File: src/assert_macros.svh
// ----------------------------------------------------------------------------
// Assertion macros
// Concurrent assertion wrappers used by the dither core datapath.
// ----------------------------------------------------------------------------
`ifndef ASSERT_MACROS_SVH
`define ASSERT_MACROS_SVH

`ifndef SYNTHESIS
// Clocked assertion, disabled while reset is asserted.
`define EDP_ASSERT(lbl, clk, rst_n, prop, msg) \
	lbl: assert property (@(posedge clk) disable iff (!rst_n) prop) else $error(msg);
// Clocked assertion that also holds during reset.
`define EDP_ASSERT_ALWAYS(lbl, clk, prop, msg) \
	lbl: assert property (@(posedge clk) prop) else $error(msg);
`else
`define EDP_ASSERT(lbl, clk, rst_n, prop, msg)
`define EDP_ASSERT_ALWAYS(lbl, clk, prop, msg)
`endif

`endif

File: src/edp_pkg.sv
// ----------------------------------------------------------------------------
// edp_pkg
// Widths, codes and controller/datapath bundles of the palette dither core.
// ----------------------------------------------------------------------------
package edp_pkg;

	localparam int MAX_WIDTH  = 1024;
	localparam int PAL_DEPTH  = 256;
	localparam int FRAC_BITS  = 8;

	localparam int CH_W       = 8;
	localparam int COLOR_W    = 3 * CH_W;
	localparam int COL_W      = $clog2(MAX_WIDTH);
	localparam int ERR_AW     = COL_W + 1;
	localparam int PAL_AW     = $clog2(PAL_DEPTH);
	localparam int K_W        = PAL_AW + 1;
	localparam int CUR_W      = CH_W + FRAC_BITS;
	localparam int ERR_W      = CUR_W + 2;
	localparam int SUM_W      = ERR_W + 2;
	localparam int SQ_W       = 2 * CUR_W;
	localparam int DIST_W     = SQ_W + 2;

	localparam int WIDTH_W    = 11;
	localparam int HEIGHT_W   = 16;
	localparam int PSIZE_W    = 9;
	localparam int CFG_IDX_W  = 2;
	localparam int CFG_DATA_W = 16;

	localparam logic [CFG_IDX_W-1:0] CFG_IMAGE_WIDTH  = 2'd0;
	localparam logic [CFG_IDX_W-1:0] CFG_IMAGE_HEIGHT = 2'd1;
	localparam logic [CFG_IDX_W-1:0] CFG_PALETTE_SIZE = 2'd2;

	localparam logic CMD_LOAD  = 1'b0;
	localparam logic CMD_PIXEL = 1'b1;

	typedef struct packed {
		logic capture;
		logic pal_write;
		logic err_read;
		logic clamp;
		logic search_start;
		logic search_issue;
		logic weight;
		logic update;
		logic tail;
		logic post;
	} cmd_t;

	typedef struct packed {
		logic issue_last;
		logic pipe_busy;
		logic last_col;
		logic out_busy;
	} status_t;

endpackage

File: src/edp_ctrl.sv
// ----------------------------------------------------------------------------
// edp_ctrl
// Sequencer of one command: load, or error fetch, search, diffusion, result.
// ----------------------------------------------------------------------------
module edp_ctrl (
	input  logic             clk,
	input  logic             arst_n,
	input  logic             in_valid,
	input  logic             in_command,
	input  edp_pkg::status_t status,
	output logic             in_ready,
	output edp_pkg::cmd_t    cmd
);
	import edp_pkg::*;

	typedef enum logic [8:0] {
		ST_IDLE   = 9'b000000001,
		ST_ERR_RD = 9'b000000010,
		ST_CLAMP  = 9'b000000100,
		ST_SEARCH = 9'b000001000,
		ST_DRAIN  = 9'b000010000,
		ST_WEIGHT = 9'b000100000,
		ST_UPDATE = 9'b001000000,
		ST_TAIL   = 9'b010000000,
		ST_POST   = 9'b100000000
	} state_t;

	state_t state_q, state_d;
	logic   accept;

	assign in_ready = (state_q == ST_IDLE);
	assign accept   = in_valid & in_ready;

	always_comb begin
		state_d = state_q;
		cmd     = '0;
		unique case (state_q)
			ST_IDLE: begin
				cmd.capture   = accept;
				cmd.pal_write = accept & (in_command == CMD_LOAD);
				if (accept && in_command == CMD_PIXEL) state_d = ST_ERR_RD;
			end
			ST_ERR_RD: begin
				cmd.err_read = 1'b1;
				state_d      = ST_CLAMP;
			end
			ST_CLAMP: begin
				cmd.clamp        = 1'b1;
				cmd.search_start = 1'b1;
				state_d          = ST_SEARCH;
			end
			ST_SEARCH: begin
				cmd.search_issue = 1'b1;
				if (status.issue_last) state_d = ST_DRAIN;
			end
			ST_DRAIN: begin
				if (!status.pipe_busy) state_d = ST_WEIGHT;
			end
			ST_WEIGHT: begin
				cmd.weight = 1'b1;
				state_d    = ST_UPDATE;
			end
			ST_UPDATE: begin
				cmd.update = 1'b1;
				state_d    = status.last_col ? ST_TAIL : ST_POST;
			end
			ST_TAIL: begin
				cmd.tail = 1'b1;
				state_d  = ST_POST;
			end
			ST_POST: begin
				if (!status.out_busy) begin
					cmd.post = 1'b1;
					state_d  = ST_IDLE;
				end
			end
			default: state_d = ST_IDLE;
		endcase
	end

	always_ff @(posedge clk or negedge arst_n) begin
		if (!arst_n) state_q <= ST_IDLE;
		else         state_q <= state_d;
	end

endmodule

File: config.mk
export PLATFORM = sky130hd
export DESIGN_NAME = edp_ctrl
export DESIGN_NICKNAME = d
export VERILOG_FILES = /design/src/assert_macros.svh /design/src/edp_pkg.sv /design/src/edp_ctrl.sv
export SDC_FILE = /design/constraint.sdc
export NUM_CORES = 1
export LEC_CHECK = 0
export BUFFER_PORTS_ARGS = -buffer_cell sky130_fd_sc_hd__clkbuf_2
export CORE_MARGIN = 2
export CORE_UTILIZATION = 25
export CTS_CLUSTER_SIZE = 8
export DETAILED_ROUTE_END_ITERATION = 7
export PLACE_DENSITY = 0.51
export REMOVE_ABC_BUFFERS = 1
export SKIP_CTS_REPAIR_TIMING = 1
export SKIP_LAST_GASP = 1
export SYNTH_ARGS = -nofsm -noshare
export SYNTH_HDL_FRONTEND = slang
export SYNTH_SLANG_ARGS = --single-unit
File: constraint.sdc
create_clock -name clk -period 2.78 [get_ports clk]
set_clock_uncertainty 0.1 [all_clocks]
set_input_delay 0.556 -clock clk [delete_from_list [all_inputs] [get_ports clk]]
set_output_delay 0.556 -clock clk [all_outputs]
set_load 0.005 [all_outputs]
Word-level counts from Yosys, hierarchy flattened
Index checks and enable logic that the tools add are counted.
Word-level totals
  logic and storage cells: 34
  bits in registers: 9
  output and inout port bits: 11
Operators by class
  bitwise gates (word level): 3
  mux-type cells: 15
  reductions and logical operators: 2
  equality and inequality tests: 13
Operators with widths (count)
  9-bit one-hot mux with 9 select lines: 1
  9-bit 2-to-1 mux: 5
  9-bit by 1-bit == test with 1-bit output (second input constant): 1
  9-bit by 2-bit == test with 1-bit output (second input constant): 1
  9-bit by 3-bit == test with 1-bit output (second input constant): 1
  9-bit by 4-bit == test with 1-bit output (second input constant): 1
  9-bit by 5-bit == test with 1-bit output (second input constant): 1
  9-bit by 6-bit == test with 1-bit output (second input constant): 1
  9-bit by 7-bit == test with 1-bit output (second input constant): 1
  9-bit by 8-bit == test with 1-bit output (second input constant): 1
  9-bit == test (second input constant): 1
  1-bit 2-to-1 mux: 7
  2-bit inequality test (second input constant): 3
  2-bit 2-to-1 mux: 2
  4-bit AND reduction: 1
  1-bit bitwise AND: 2
  2-bit by 1-bit inequality test with 1-bit output (second input constant): 1
  1-bit logical AND: 1
  1-bit inverter: 1

Logic depth before layout (Yosys ltp)
  word-level depth: 5
  depth in mapped cells: 6

Worst setup path before layout
No wires, ideal clock.
  path kind: reg2out
  from: register state_q[0]
  to: output cmd[8] (netlist name)
  cell stages (with the launch flop): 5
  setup slack: 482 ps
  arrival: 1642 ps
  cell sequence: dfstp_2 or4b_2 nor3_4 and2_4 and2b_1
RTL lines
  from (decl): RTL line edp_ctrl.sv:28  | state_t state_q, state_d;
  from (signal assigned): RTL line edp_ctrl.sv:83  | else state_q <= state_d;
  to (decl): RTL line edp_ctrl.sv:12  | output edp_pkg::cmd_t cmd

==> results.py <==
metrics = {
    "run_status": {
        "run_status": "complete, no violations",
    },
    "cts": {
        "tritoncts_num_sinks": 9,
        "cts_made_buffers": 3,
        "clock_tree.htree_level_count": 1,
        "clock_buffer_depth": 2,
        "clkTransAtPathRegs_ps": 60,
        "latest_clock_arrival_within_the_worst_skew_pair_ps": 250,
        "tritoncts": "done",
        "root_buffer": "clkbuf_4",
    },
    "floorplan": {
        "fp-row-count": 18,
        "initial_core_util_pct": 25.8,
        "floorplan.die_area_um2": 2900,
        "core_area_um2": 2410,
        "die_x_um": 53.8,
        "floorplan.io_pins": 19,
        "die_h_um": 53.8,
    },
    "power_and_ir_drop": {
        "cell_internal_pwr_uw": 294,
        "vdd_ir_drop_max_mv": 0.248,
        "p_per_area_nw_per_um2": 609,
        "p_leak_uw": 0.000407,
        "netSwitchingFraction_pct": 35.2,
        "p_clk_share_pct": 21.2,
        "psw_uw": 160,
        "seq_power_share_pct": 37.6,
        "power_frac_comb_pct": 41.2,
    },
    "synth": {
        "ys_seq_area_share_pct": 36.5,
        "total_number_of_yosys_warnings": 0,
        "netlist_instances": 68,
        "ys_dominant_reg_cell": "dfrtp_1",
        "synth_cell_type_count": 33,
        "postSynth.asyncResetShare_pct": 100,
        "postSynthRegisterBits": 9,
        "avgSynthCellArea_um2": 9.13,
        "synth_edf_count": 0,
        "synthesis.area_um2": 621,
    },
    "place": {
        "place_hpwl_um": 1060,
        "gp_congestion": 0.888,
        "dpl_cell_area_um2": 718,
        "i_o_buffers": 18,
        "numPlacedInstances": 113,
    },
    "sta": {
        "final.hold.worst_slack_ps": 41.8,
        "final_max_slew_viol_count": 0,
        "setup-violations-final": 0,
        "finalCritPeriodShare_pct": 96.0,
        "grt_setup_unrepaired": "false",
        "slew_headroom_pct": 71.1,
        "tightestPinTransition_ps": 431,
        "totalNegativeSetupSlack_ps": 0,
        "max_clock_freq_ghz": 0.375,
        "finalCriticalPeriod_ps": 2670,
        "report.final.hold_viol_count": 0,
    },
    "grt": {
        "grt.overflow.total": 0,
        "grtUsageTotal_pct": 10.5,
        "global_route_wire_length_before_repair_um": 2250,
        "largest_net_degree_at_the_start_of_global_routing": 10,
        "number_of_antenna_violations_at_the_first_check_in_global_routing": 0,
        "first_global_vias": 532,
    },
    "setup_path": {
        "timing.rr.end": "state_q[0]",
        "setup.worst_path.end_class": "output pin",
        "r2r_start": "state_q[6]",
        "critical_path.max_stage_delay_ps": 650,
        "critical_path.slowest_cell": "or4b_2",
        "worstPathCellList": "or4b_2 > nor3_4 > and2_4 > and2b_1 > clkbuf_2",
        "reg2reg_depth": 4,
        "rrSetupSlack_ps": 1000,
        "critPathRequiredTime_ps": 2120,
        "crit_type": "reg2out",
        "start_kind": "flop",
        "worstPathArrival_ps": 2010,
        "crit_family": "simple AND/OR/NAND/NOR gates",
        "cp_num_buf_inv": 1,
        "critical_path_peak_fanout": 5,
    },
    "cells_and_area": {
        "biggest_registers_after_layout": "state_q (9)",
        "number_of_fill_cells_in_the_layout": 250,
        "layout_common_cells": "clkbuf_2, dfrtp_1, nor2_1",
        "fin_nets": 96,
        "layout-drive-gt1-share_pct": 32.2,
        "instances_no_fill": 117,
        "postLayoutCellArea_um2": 744,
        "diodes": 0,
        "mostFrequentLayoutCell": "clkbuf_2",
        "registers.top_by_ff_count": "state_q",
        "largest_reg_flops": 9,
        "syn_to_final_growth_pct": 20.0,
    },
    "route": {
        "detail_route.iter0.violations": 6,
        "drtPass1Iterations": 4,
        "routed_wl_um": 1290,
        "number_of_vias_in_the_routed_layout": 574,
        "avgViaCountPerCell": 4.91,
        "ant_nets": 0,
        "drc": 0,
        "wl_per_cell_um": 11.0,
    },
    "hold_path": {
        "hold_class": "in2async",
    },
    "job": {
        "drv.max_cap_violation_count": 0,
    },
}
==> routing by layer <==
layer / GRT usage, % / share of wire [%] / vias to the layer above
met5: 0 / 0 / -
met4: 3.85 / 0 / 0
met3: 1.67 / 4.1 / 0
met2: 16.7 / 49 / 12
met1: 14.3 / 47 / 279
li1: - / - / 283
==> Yosys cell counts (2+ instances only) <==
library cell / count / area, µm²
dfrtp_1: 8 / 200
a31oi_1: 2 / 12.5
and4b_1: 2 / 20.0
nand2_1: 6 / 22.5
buf_6: 2 / 22.5
and3_1: 3 / 18.8
nand2b_1: 2 / 12.5
xor2_1: 2 / 17.5
and2_1: 2 / 12.5
inv_1: 3 / 11.3
nor4_1: 2 / 12.5
and2b_1: 2 / 15.0
nor3_1: 6 / 30.0
nor2_1: 7 / 26.3
==> power groups by stage <==
stage | logic [µW] | clock network, µW | registers, µW
2_1_floorplan | 137 | 0 | 167
3_3_place_gp | 191 | 0 | 171
3_5_place_dp | 191 | 0 | 173
4_1_cts | 192 | 101 | 170
5_1_grt | 212 | 110 | 173
6_report | 187 | 96.2 | 171
==> cell families (layout without fill, tap and decap cells) <==
family                    after synthesis  after routing  synth area share (%)
muxes                                   1              1                  1.61
AOI/OAI and AO/OA                       8              8                  10.1
xor gates and xnor gates                2              2                  2.82
buffers and inverters                   6             25                  6.65
and+or+nand+nor                        42             42                  42.3
DFF                                     9              9                  36.5
==> final cells by class <==
class | instances | area (µm²) | share of cell area, %
Multi-Input combinational cell | 53 | 353 | 47.4
Sequential cell | 9 | 226 | 30.4
Timing Repair Buffer | 18 | 90.1 | 12.1
Tap cell | 30 | 37.5 | 5.04
Clock buffer | 4 | 26.3 | 3.53
Inverter | 3 | 11.3 | 1.51
==> worst max-delay path by stage <==
stage	from	end	slack, ps	cells past startpoint
final	state_q[0]	cmd[8]	110	5
after CTS	state_q[0]	cmd[8]	90	5
after floorplan	state_q[0]	cmd[8]	480	4
after global routing	state_q[0]	cmd[8]	2	5
after global placement	state_q[0]	cmd[8]	400	5
after detailed placement	state_q[0]	cmd[8]	370	5
==> stage by stage <==
step	power [µW]	worst slack (ps)	util, %
after detailed placement	364	373	29.8
after global routing	496	2.31	30.9
after global placement	362	400	29.8
final	454	112	30.9
after CTS	463	92.7	30.9
after floorplan	304	482	-
Note: power is estimated with default switching activity, not from simulation.
